==> src/bse_pkg.sv <==
`timescale 1ns / 1ps
// Shared constants, types and register codes for the binary square erosion core
package bse_pkg;

    localparam int DEF_MAX_WIDTH  = 2048;
    localparam int DEF_MAX_RADIUS = 3;

    localparam int RADIUS_W   = 2;
    localparam int THRESH_W   = 8;
    localparam int WIDTH_W    = 12;
    localparam int HEIGHT_W   = 13;
    localparam int ROW_W      = 13;
    localparam int CFG_IDX_W  = 2;
    localparam int CFG_DATA_W = 13;
    localparam int PIX_W      = 8;
    localparam int OUT_DATA_W = 8;

    localparam int HEIGHT_LIMIT = 4096;

    localparam logic [RADIUS_W-1:0] RST_RADIUS    = 2'd1;
    localparam logic [THRESH_W-1:0] RST_THRESHOLD = 8'd224;
    localparam logic [WIDTH_W-1:0]  RST_WIDTH     = 12'd640;
    localparam logic [HEIGHT_W-1:0] RST_HEIGHT    = 13'd480;

    typedef enum logic [CFG_IDX_W-1:0] {
        CFG_RADIUS    = 2'd0,
        CFG_THRESHOLD = 2'd1,
        CFG_WIDTH     = 2'd2,
        CFG_HEIGHT    = 2'd3
    } t_cfg_idx;

    typedef struct packed {
        logic shift;
        logic active;
    } t_cell_ctl;

endpackage

==> src/bse_cell.sv <==
`timescale 1ns / 1ps
// One column of the erosion window: holds a column word and folds it into the AND chain
module bse_cell
    import bse_pkg::*;
#(
    parameter int WORD_W = 2 * DEF_MAX_RADIUS + 1
) (
    input  logic              i_clk,
    input  logic              i_rst_n,
    input  t_cell_ctl         i_ctl,
    input  logic [WORD_W-1:0] i_mask,
    input  logic [WORD_W-1:0] i_word,
    input  logic              i_carry,
    output logic [WORD_W-1:0] o_word,
    output logic              o_carry
);

    logic [WORD_W-1:0] r_word;
    logic [WORD_W-1:0] n_word;

    assign n_word = i_ctl.shift ? i_word : r_word;

    always_ff @(posedge i_clk) begin
        if (!i_rst_n) begin
            r_word <= '0;
        end else begin
            r_word <= n_word;
        end
    end

    assign o_word  = r_word;
    assign o_carry = i_carry & (~i_ctl.active | ((n_word & i_mask) == i_mask));

endmodule

==> config.mk <==
export PLATFORM = sky130hd
export DESIGN_NAME = bse_cell
export DESIGN_NICKNAME = d
export VERILOG_FILES = /design/src/bse_pkg.sv /design/src/bse_cell.sv
export SDC_FILE = /design/constraint.sdc
export NUM_CORES = 1
export LEC_CHECK = 0
export BUFFER_PORTS_ARGS = -buffer_cell sky130_fd_sc_hd__buf_2
export CORE_AREA = 3 3 40 42
export CTS_CLUSTER_SIZE = 20
export DETAILED_ROUTE_END_ITERATION = 7
export DIE_AREA = 0 0 43 45
export PLACE_DENSITY_LB_ADDON = 0.3
export SLEW_MARGIN = 20
export SYNTH_ARGS = -nofsm -noshare
export SYNTH_HDL_FRONTEND = slang
export SYNTH_SLANG_ARGS = --single-unit
export TNS_END_PERCENT = 10
==> constraint.sdc <==
create_clock -name i_clk -period 1.7 [get_ports i_clk]
set_input_delay 0.34 -clock i_clk [delete_from_list [all_inputs] [get_ports i_clk]]
set_output_delay 0.34 -clock i_clk [all_outputs]
set_load 0.01 [all_outputs]
==> impl_metrics.yaml, run 1 <==
critical_path:
  critical_path_class: "flop to primary output"
  worstSetupStartpointType: "flop"
  end_kind: "primary output"
  critPathArrivalTime_ns: 1.39
  cp_data_required_time_ns: 1.36
  path_max_fanout: 2
power_and_ir_drop:
  combPwrFrac_pct: 20.5
  power.density_nw_per_um2: 801
  max-vdd-ir-drop_v: 0.000400
  clockPowerShare_pct: 36.4
  p_int_mw: 0.314
  seqPwrFrac_pct: 43.1
  p_switching_mw: 0.101
  p_leak_nw: 0.283
  swShare_pct: 24.3
drt:
  antenna_left: 0
  routed_wl_um: 808
  dr.pass1.iters: 2
  drc: 0
  drt_iter0_drc: 1
  vias: 317
  viasPerCell: 4.17
  drt-wirelength-per-cell_um: 10.6
synth:
  synthesis.instances: 29
  synthTopCellsByCount: "7 x dfxtp_1, 6 x mux2i_1, 5 x nor2b_1"
  synth_area_um2: 327
  synth_edf_count: 0
  synth.most_common_cell: "dfxtp_1"
  synth_ff_type: "dfxtp_1"
  ys_seq_area_share_pct: 42.9
  synthTopCellsByArea: "dfxtp_1 43%, mux2i_1 18%, nor2b_1 9.6%"
  ys_types: 12
  avgSynthCellArea_um2: 11.3
  syn_nets: 48
  async_flop_share_pct: 0
  synth_top_cell_by_area: "dfxtp_1"
  synth_top_area_share_pct: 42.9
  synth_seq_cells: 7
  yosysWarningCount: 0
sta:
  slew_viol_final: 0
  fin_crit_ns: 1.73
  slew-limit-headroom_pct: 83.5
  final.setup_skew_ns: 0
  rsz0062_at_grt: "yes"
  fin_crit_sh_pct: 102
  hold_viol: 0
  finalSetupViolCount: 1
  fmax_mhz: 577
  postLayoutSetupSlackWorst_ns: -0.0319
  worst_pin_slew_ns: 0.245
placement:
  dp.cells: 71
  port_buffers: 26
  dp_slack_ns: -0.0955
  place_congestion: 0.726
clock_network:
  clk_path_buf_depth: 2
  numCtsBuffers: 3
  htree_levels: 1
  cts.reportedPaths.clkPinSlew_ns: 0.05
  insertion_delay_ns: 0.25
  holdBufCountCts: 0
  tritoncts: "done"
  cts.sinks: 7
  cts_root_buf: "clkbuf_4"
layout:
  layout.nets: 81
  largest_register_ffs: 7
  drive_gt1_share_pct: 60.7
  instances_no_fill: 76
  n_antenna_cell: 0
  area_delta_synth_final_pct: 58.6
global_routing:
  antenna_found_initial: 0
  grt_usage_pct: 9.86
  grt_pass1_vias: 308
  grt_max_degree: 8
  globalRouteOverflowTotal: 0
  grt_pass1_wl_um: 1280
floorplan:
  start_util_pct: 25.4
  core_area_um2: 1280
  die_y_um: 45
  std_cell_rows: 13
  die_w_um: 43
  die-area_um2: 1940
  ios: 27
status:
  status: "finished with violations"
  violations: "setup timing"
worst_hold_path:
  hp-class: "primary input to flop"
flow_run:
  cap_violations: 0
cell type report:
type / instances / area [um^2]
inverters: 1 / 3.75
fillers: 150 / 767
repair buffers: 29 / 155
flip-flops and latches: 7 / 143
clock buffers: 4 / 26.3
multi-input cells: 20 / 171
well taps: 15 / 18.8
worst paths after layout:
path	startpoint	to	depth (start not counted)	slack (ns)
worst max register to register	o_word[5]	o_word[5]	4	0.86
worst min register to register	o_word[1]	o_word[1]	2	0.53
worst max-delay path	o_word[1]	o_carry	4	-0.03
worst min-delay path	i_word[4]	o_word[4]	3	0.37
power by group through the flow:
stage | Combinational [mW] | Sequential [mW] | Clock (mW)
floorplan | 0.0379 | 0.187 | 0
global placement | 0.0833 | 0.182 | 0
detailed placement | 0.0827 | 0.182 | 0
CTS | 0.0866 | 0.179 | 0.158
global route | 0.0950 | 0.180 | 0.171
finish | 0.0851 | 0.179 | 0.151
metal layers:
layer / track usage (%) / part of all wire [%] / up-vias
met5: 0 / 0 / -
met4: 7.23 / 2.8 / 0
met3: 5.98 / 9.9 / 4
met2: 13.8 / 41 / 17
met1: 10.9 / 46 / 129
li1: - / - / 167
cells in the final DEF, fill, tap and decap left out, types with 2 or more instances in the layout:
master and n:
dfxtp_1 5, nor2b_1 5, clkbuf_4 3, buf_2 25, buf_4 4, dfxtp_2 2, mux2i_1 6, a22o_1 3
critical path, stage by stage (launching register included):
cell     delay (ns)
dfxtp_2        0.32
mux2i_1        0.07
a22o_1         0.23
o41ai_2        0.34
buf_2          0.18
through the flow:
step	hold WS [ns]	utilization, %	power (mW)	setup TNS (ns)	area (um^2)
6_report	0.372	40.3	0.415	-0.0319	518
3_5_place_dp	0.528	37.3	0.265	-0.0955	479
4_1_cts	0.371	40.2	0.424	-0.0536	517
5_1_grt	0.386	40.3	0.446	-0.122	518
3_3_place_gp	0.524	37.3	0.265	-0.0704	479
2_1_floorplan	0.462	-	0.225	0	327
what timing repair did:
action                                  in CTS  in global routing
endpoints found under the setup margin       1                  1
pin swaps                                    3                  2
buffers inserted                             1                  0
resized for setup                            2                  1
gates cloned                                 0                  0
cell families (layout without fill, tap and decap cells):
group	count (synthesis)	in the layout	share of synthesized area, %
buffers and inverters	2	34	4.60
AND/OR/NAND/NOR	8	8	16.1
AO/OA/AOI/OAI	5	5	14.6
flip-flops	7	7	42.9
multiplexers	7	7	21.8
Power figures use the tool's default switching activity.
==> run 2: changes to the inputs <==
CORE_AREA = 2 2 39 41   (was 3 3 40 42)
DIE_AREA = 0 0 41 43   (was 0 0 43 45)
MAX_ROUTING_LAYER = met4   (was default)
==> run 2 against run 1 <==
Compared with the run above:
- the flow still finishes with violations (setup timing)
- critical endpoint unchanged
- clock power fell by 3%
- critical path type is now primary input to primary output
- final area fell by 1.7%
- critical path depth rose by 1
- largest cell class unchanged
- highest routed layer unchanged
- register-to-register slack improved by 0.02 ns
==> impl_metrics.yaml, run 2 (synthesis results as in run 1) <==
power_and_ir_drop:
  p_leak_nw: 0.273
  max-vdd-ir-drop_v: 0.000273
  power_mw: 0.406
  power.density_nw_per_um2: 798
clock_network:
  clk_path_buf_depth: 2
  cts.reportedPaths.clkPinSlew_ns: 0.05
  numCtsBuffers: 3
  insertion_delay_ns: 0.24
  cts_root_buf: "clkbuf_4"
  htree_levels: 1
  holdBufCountCts: 0
  cts.sinks: 7
  tritoncts: "done"
sta:
  fin_crit_ns: 1.70
  fmax_mhz: 588
  slew-limit-headroom_pct: 86.5
  slew_viol_final: 0
  final.setup_skew_ns: 0
  worst_pin_slew_ns: 0.197
  postLayoutSetupSlackWorst_ns: -0.00109
  whs_ns: 0.377
  rsz0062_at_grt: "yes"
  tns_ns: -0.00109
  fin_crit_sh_pct: 100
  finalSetupViolCount: 1
  hold_viol: 0
global_routing:
  grt_usage_pct: 10.6
  globalRouteOverflowTotal: 0
  antenna_found_initial: 0
  grt_pass1_vias: 273
  grt_max_degree: 8
  grt_pass1_wl_um: 1060
drt:
  drt-wirelength-per-cell_um: 9.97
  drc: 0
  routed_wl_um: 748
  drt-met1-wl_um: 310
  route.met3.wl_um: 80
  antenna_left: 0
  viasPerCell: 4.11
  drt_iter0_drc: 3
  dr.pass1.iters: 3
  highest_layer: "met4"
  vias: 308
  wl_met2_um: 339
critical_path:
  critical_path_class: "primary input to primary output"
  path_max_fanout: 7
  worstSetupStartpointType: "primary input"
  critPathArrivalTime_ns: 1.36
  end_kind: "primary output"
  cp_data_required_time_ns: 1.36
layout:
  post-route-util_pct: 36.8
  final_common_cell: "buf_2"
  fillerInstances: 150
  final_cell_mix: "25 x buf_2, 5 x mux2i_1, 5 x nor2b_1, 4 x dfxtp_1"
  layout.nets: 79
  fin_area_um2: 509
  n_antenna_cell: 0
  drive_gt1_share_pct: 62.7
  largest_register_ffs: 7
  area_delta_synth_final_pct: 55.9
  instances_no_fill: 75
floorplan:
  die_w_um: 41
  std_cell_rows: 14
  start_util_pct: 23.6
  core_area_um2: 1380
  die_y_um: 43
  ios: 27
  die-area_um2: 1760
placement:
  port_buffers: 26
  place_congestion: 0.645
  dp.cells: 70
  dpl-instance-area_um2: 465
  dpl.hpwl_um: 614
  dp_slack_ns: -0.0448
status:
  violations: "setup timing"
  status: "finished with violations"
flow_run:
  cap_violations: 0
worst_hold_path:
  hp-class: "primary input to flop"
## run 2: final cells by class
cell class                 count  area, um^2  area share (%)
inverter                       1        3.75           0.737
sequential                     7         144            28.3
clock buffer                   4        26.3            5.16
tap                           16        20.0            3.93
multi-input combinational     20         175            34.4
timing repair buffer          27         140            27.5
## run 2: what timing repair did
action,in CTS,in global routing
buffers inserted,1,0
setup endpoints to repair,1,1
pin swaps,4,1
resized for setup,3,2
## run 2: critical path, stage by stage
cell     delay (ns)
buf_4          0.15
mux2i_2        0.16
a22o_1         0.25
o41ai_2        0.29
buf_2          0.17
## run 2: metal layers
metal	vias up	global-route usage, %
met1	128	11.1
met3	2	3.14
met5	-	-
met2	16	13.1
li1	162	-
met4	0	14.0
## run 2: path summary, 6_finish.rpt
check,to,slack (ns),cells after the start,startpoint
worst max-delay path,o_carry,-0.001,5,i_ctl[1]
worst min-delay path,o_word[3],0.38,2,i_rst_n
worst max register to register,o_word[3],0.88,2,o_word[3]
worst min register to register,o_word[5],0.53,2,o_word[5]
## run 2: report_power, final
part	internal (mW)	switching, mW	total [mW]
Sequential	0.175	0.00427	0.179
Clock	0.0893	0.0566	0.146
Combinational	0.0463	0.0349	0.0811
Total	0.311	0.0958	0.406
